<file path="config.mk">
export PLATFORM = sky130hd
export DESIGN_NAME = ptpyp_cordic_stage
export DESIGN_NICKNAME = d
export VERILOG_FILES = /design/src/ptpyp_pkg.sv /design/src/ptpyp_cordic_stage.sv
export SDC_FILE = /design/constraint.sdc
export NUM_CORES = 1
export LEC_CHECK = 0
export BUFFER_PORTS_ARGS = -buffer_cell sky130_fd_sc_hd__buf_2
export CAP_MARGIN = 10
export CORE_AREA = 2 2 208 210
export CTS_BUF_LIST = sky130_fd_sc_hd__clkbuf_8
export CTS_CLUSTER_SIZE = 24
export DETAILED_ROUTE_END_ITERATION = 10
export DIE_AREA = 0 0 210 212
export GPL_ROUTABILITY_DRIVEN = 0
export PLACE_DENSITY_LB_ADDON = 0.3
export SYNTH_ARGS = -nofsm -noshare
export SYNTH_HDL_FRONTEND = slang
export SYNTH_SLANG_ARGS = --single-unit
</file>
<file path="constraint.sdc">
create_clock -name aclk -period 8.6 [get_ports aclk]
set_input_delay 1.72 -clock aclk [delete_from_list [all_inputs] [get_ports aclk]]
set_output_delay 1.72 -clock aclk [all_outputs]
set_load 0.01 [all_outputs]
</file>
<file path="src/ptpyp_pkg.sv">
// shared types, constants and angle table for the point-to-point yaw/pitch block
package ptpyp_pkg;

    // datapath word for the cordic x/y lanes and the angle accumulator width
    localparam int WORD_W = 64;
    localparam int ANG_W  = 32;

    // cordic gain in q24, 180 degrees in 2^-16 degree units, output clamps
    localparam logic [25:0]        GAIN_Q24    = 26'd27628053;
    localparam logic signed [31:0] DEG180_Q16  = 32'sd11796480;
    localparam logic signed [31:0] YAW_LIMIT   = 32'sd23040;
    localparam logic signed [31:0] PITCH_LIMIT = 32'sd11520;
    localparam int                 TABLE_LEN   = 24;

    typedef logic signed [WORD_W-1:0] word_t;
    typedef logic signed [ANG_W-1:0]  angle_t;

    // one cordic lane between stages
    typedef struct packed {
        word_t  x;
        word_t  y;
        angle_t z;
    } cordic_state_t;

    // atan(2^-i) in degrees times 65536, rounded to nearest
    function automatic angle_t atan_q16(input int idx);
        angle_t r;
        case (idx)
            0:  r = 32'sd2949120;
            1:  r = 32'sd1740967;
            2:  r = 32'sd919879;
            3:  r = 32'sd466945;
            4:  r = 32'sd234379;
            5:  r = 32'sd117304;
            6:  r = 32'sd58666;
            7:  r = 32'sd29335;
            8:  r = 32'sd14668;
            9:  r = 32'sd7334;
            10: r = 32'sd3667;
            11: r = 32'sd1833;
            12: r = 32'sd917;
            13: r = 32'sd458;
            14: r = 32'sd229;
            15: r = 32'sd115;
            16: r = 32'sd57;
            17: r = 32'sd29;
            18: r = 32'sd14;
            19: r = 32'sd7;
            20: r = 32'sd4;
            21: r = 32'sd2;
            22: r = 32'sd1;
            default: r = 32'sd0;
        endcase
        return r;
    endfunction

endpackage

</file>
<file path="src/ptpyp_cordic_stage.sv">
// one registered vectoring cordic micro-rotation
module ptpyp_cordic_stage #(
    parameter int STEP = 0
) (
    input  logic                    aclk,
    input  logic                    aresetn,
    input  logic                    en,
    input  logic                    in_valid,
    input  ptpyp_pkg::cordic_state_t in_state,
    output logic                    out_valid,
    output ptpyp_pkg::cordic_state_t out_state
);

    ptpyp_pkg::cordic_state_t state_next;
    ptpyp_pkg::cordic_state_t state_reg;
    logic                     valid_reg;
    ptpyp_pkg::word_t         xs;
    ptpyp_pkg::word_t         ys;

    // rotate toward y = 0, shifts round toward minus infinity
    always_comb begin
        xs = in_state.x >>> STEP;
        ys = in_state.y >>> STEP;
        if (in_state.y > 0) begin
            state_next.x = in_state.x + ys;
            state_next.y = in_state.y - xs;
            state_next.z = in_state.z + ptpyp_pkg::atan_q16(STEP);
        end else begin
            state_next.x = in_state.x - ys;
            state_next.y = in_state.y + xs;
            state_next.z = in_state.z - ptpyp_pkg::atan_q16(STEP);
        end
    end

    // valid bit
    always_ff @(posedge aclk) begin
        if (!aresetn) begin
            valid_reg <= 1'b0;
        end else if (en) begin
            valid_reg <= in_valid;
        end
    end

    // lane payload
    always_ff @(posedge aclk) begin
        if (en) begin
            state_reg <= state_next;
        end
    end

    assign out_valid = valid_reg;
    assign out_state = state_reg;

endmodule

</file>
; Word level (Yosys, flattened, before mapping)
; Index checks and enable logic that the tools add are counted.
[totals]
ff_bits = 161
latch_bits = 0
ram_bits = 0
romBits = 0
in_bits = 164
output_inout_bits = 161
elab_cells = 11
memories = 0
[classes]
addsub = 5
multipliers = 0
div_mod_pow = 0
order_cmp = 1
eq_ne = 0
n_shift = 0
mux = 1
bitwise_logic = 0
n_reduce_logical = 0
[op_table]
columns = cell, n
row1 = $mux 160, 1
row2 = $sub 64x64->64, 2
row3 = $add 64x64->64, 1
row4 = $gt 64x1->1 const B, 1
row5 = $add 32x23->32 const B, 1
row6 = $sub 32x23->32 const B, 1

; Depth between registers and ports, before layout
[depth]
word_depth = 2
depth_mapped = 20
depth_no_buf = 17

; Worst setup path after synthesis
; OpenSTA, ideal clock, no wires.
[synth_path]
kind = input to register
from = in in_state[44] (netlist bit)
to = reg state_reg, in the netlist out_state[31] (data pin)
setup_time_ns = 0.260
t_arrival_ns = 5.398
t_required_ns = 8.340
path_slack_ns = 2.942
cell_stages = 19
n_path_buf = 3
cell_sequence = nor4_1 > nand4_1 > nor4_1 > or2_2 > clkbuf_1 > clkbuf_1 > buf_1 > ha_1 > a21o_1 > a21oi_1 > o21ai_0 > a211oi_1 > o31ai_1 > o211a_1 > o21a_1 > nor2_1 > o21bai_1 > a21oi_1 > xnor2_1
[synth_lines]
columns = item, line_no
row1 = start: declaration, ptpyp_cordic_stage.sv:9  ; input ptpyp_pkg::cordic_state_t in_state,
row2 = end signal: assignment, ptpyp_cordic_stage.sv:47  ; state_reg <= state_next;
row3 = end: declaration, ptpyp_cordic_stage.sv:15  ; ptpyp_pkg::cordic_state_t state_reg;

==> flow_summary.toml <==
[routing]
drc_errors = 0
routed_wl_um = 65470
wl_per_cell_um = 22.02
via_per_inst = 6.064
antenna_left = 0
vias = 18030
drt-pass1-iter-count = 6
drt-initial-drc-count = 2096

[cells_and_area]
finalNetCount = 2785
fin_util_pct = 46.93
drive_gt1_share_pct = 17.22
antenna_cells = 0
syn2layout_area_growth_pct = 13.35

[die]
initial_core_util_pct = 41.40
die_w_um = 210
row_count = 76
die_y_um = 212
core_um2 = 42510
io_pins = 325
die-area_um2 = 44520

[placement]
io_buffers = 324
dp_hpwl_um = 52340

[setup_path]
crit_required_ns = 8.94
cp_top_family = "simple AND/OR/NAND/NOR gates"
critPathArrivalTime_ns = 6.64
critPathCaptureType = "flip-flop"
worst-setup-path-type = "input pin to flip-flop"
cpPeakStageDelay_ns = 0.85
crit_chain = "buf_2 > nor4_1 > nand4_1 > nor4_1 > or2_4 > buf_4 > ha_1 > a21o_1 > a21oi_1 > o21ai_0 > a211oi_1 > o31ai_1 > o211a_1 > o21a_1 > nor2_1 > o21bai_1 > a21oi_1 > xnor2_1"
critPathBufInv = 2
crit_path_max_fanout = 70
critPathSlowestCell = "nor4_1"
r2r_slack_ns = 8.00
critPathLaunchType = "input pin"

[pwr]
leakage_nw = 8.643
switching_share_pct = 41.68
irDropWorstVdd_mv = 0.1097
power.switching_mw = 1.241
cellPowerDensity_nw_per_um2 = 149.2
internal-power_mw = 1.736
power_frac_comb_pct = 44.6
p_seq_share_pct = 35.7
clkPwrFrac_pct = 19.6

[timing]
finalHoldViolCount = 0
timing.final.max_slew_violations = 0
worst_clock_skew_ns = 0
final.min_clock_period_ns = 6.302
tns_ns = 0
tightest_slew_ns = 1.022
fmax_ghz = 0.1587
setup_viol = 0
maxSlewHeadroom_pct = 31.90
rsz0062_at_grt = "false"
fin_crit_sh_pct = 73.28

[clock_network]
cts_tree = "built"
numCtsBuffers = 17
cts_max_level = 4
post-cts-setup-buffer-count = 0
clk_pin_slew_ns = 0.10
hold_buffers = 0
cts.sinks = 160
root_buffer = "clkbuf_8"
cts_resized = 0
clkLatencyLatePin_ns = 0.58
cts.path.max_buffers = 2

[logic_synthesis]
synthCells = 2152
yosys_warnings = 0
synth_ff_type = "edfxtp_1"
synth.avg_cell_area_um2 = 8.178
ys_ff_latch = 160
syn-cell-area_um2 = 17600
yosysSeqAreaShare_pct = 27.24
syn-num-nets = 2523
synthArstFlopShare_pct = 0
synth_edf_count = 159
synth_cell_types = 98

[outcome]
outcome = "complete, no violations"

[min_path]
hold_path_class = "flip-flop to flip-flop"

[flow_run]
maxCapViolCount = 0

[grt]
grt_pass1_vias = 17090
antenna_found_initial = 0
track_usage_pct = 28.59
grt-ovfl-total = 0
grt_max_degree = 99
grt_pass1_wl_um = 97170
-- registers in the layout (all words and copies together), names as in the netlist --
| register | count |
|---|---|
| out_state | 159 |
| out_valid | 1 |
-- through the flow --
step           hold slack, ns  power, mW  std cells  cell area [um^2]  worst slack (ns)
6_report               0.5388      2.977       2973             19950             2.298
5_1_grt                0.5630      3.120       2973             19950             2.007
4_1_cts                0.5459      2.967       2973             19950             2.304
3_5_place_dp           0.5297      2.370       2941             19570             1.652
2_1_floorplan          0.5383      1.901       2152             17600             2.942
3_3_place_gp           0.4956      2.357       2941             19570             1.746
-- per-layer routing --
metal	GRT usage, %	wire length, um	vias to the layer above
met4	12.57	2601	0
met3	6.027	6386	185
li1	-	-	8272
met2	46.13	29630	1097
met5	0	0	-
met1	37.02	26850	8475
-- layout make-up --
cell class	instances	area, um^2
fill	4189	22560
multi-input combinational	1698	11640
sequential	160	4795
timing repair buffer	329	1665
inverter	208	782.0
tap	546	683.2
clock buffer	18	247.7
clock inverter	14	132.6
-- power by group through the flow --
stage,clock network (mW),registers (mW),logic [mW]
after floorplan,0,1.15,0.753
after global placement,0,1.08,1.28
after CTS,0.604,1.07,1.30
after global routing,0.622,1.08,1.42
final,0.584,1.06,1.33
after detailed placement,0,1.08,1.29
-- cells by family (layout without fill, tap and decap cells) --
kind of cell             count (synthesis)  after routing  synth area share (%)
AO/OA/AOI/OAI                          765            765                 27.67
AND/OR/NAND/NOR                        559            559                 15.07
buffers and inverters                  294            569                 6.612
adder cells (fa/ha/maj)                207            207                 14.89
flip-flops                             160            160                 27.24
XOR/XNOR                               138            138                 6.868
multiplexers                            29             29                 1.649
-- cell usage after synthesis (all sizes together), types with 14 or more instances --
| master | count | area, um^2 |
|---|---|---|
| a21oi | 316 | 1634 |
| ha | 203 | 2540 |
| inv | 203 | 762.0 |
| nor2 | 195 | 737.0 |
| edfxtp | 159 | 4775 |
| o21ai | 156 | 792.0 |
| nand2 | 146 | 553.0 |
| xnor2 | 127 | 1112 |
| o21bai | 63 | 473.0 |
| nor3 | 45 | 235.2 |
| buf | 43 | 221.5 |
| clkbuf | 43 | 161.4 |
| nor4 | 41 | 277.8 |
| nand4 | 36 | 231.5 |
| a21o | 35 | 262.8 |
| mux2i | 29 | 290.3 |
| o31ai | 29 | 241.5 |
| o21a | 24 | 180.2 |
| a211oi | 21 | 167.7 |
| nand3 | 19 | 100.1 |
| nand2b | 18 | 112.6 |
| a31oi | 16 | 121.4 |
| nor2b | 15 | 93.84 |
| o211ai | 14 | 110.1 |
-- worst reg2reg max path: stages (launching register included) --
cell     delay (ns)
dfxtp_1        0.33
mux2i_1        0.12
nor2b_1        0.06
-- placed cells by master (no fill, tap or decap), types with 9 or more instances in the layout --
cell	count
buf_2	323
a21oi_1	308
ha_1	203
inv_1	198
nor2_1	193
edfxtp_1	159
nand2_1	144
o21ai_0	138
xnor2_1	127
o21bai_1	63
nor3_1	43
nor4_1	39
nand4_1	35
a21o_1	35
mux2i_1	29
o31ai_1	26
o21a_1	24
a211oi_1	19
nand3_1	18
nand2b_1	18
clkbuf_8	18
nor2b_1	15
o21ai_1	15
a31oi_1	14
o211ai_1	13
xor2_1	11
a21boi_0	9
-- path summary, 6_finish.rpt --
path	start	end	cells after the start
max	in_state[94]	out_state[31]	18
min	out_valid	out_valid	2
max reg2reg	out_valid	out_valid	2
min reg2reg	out_valid	out_valid	2
Power figures use the tool's default switching activity.
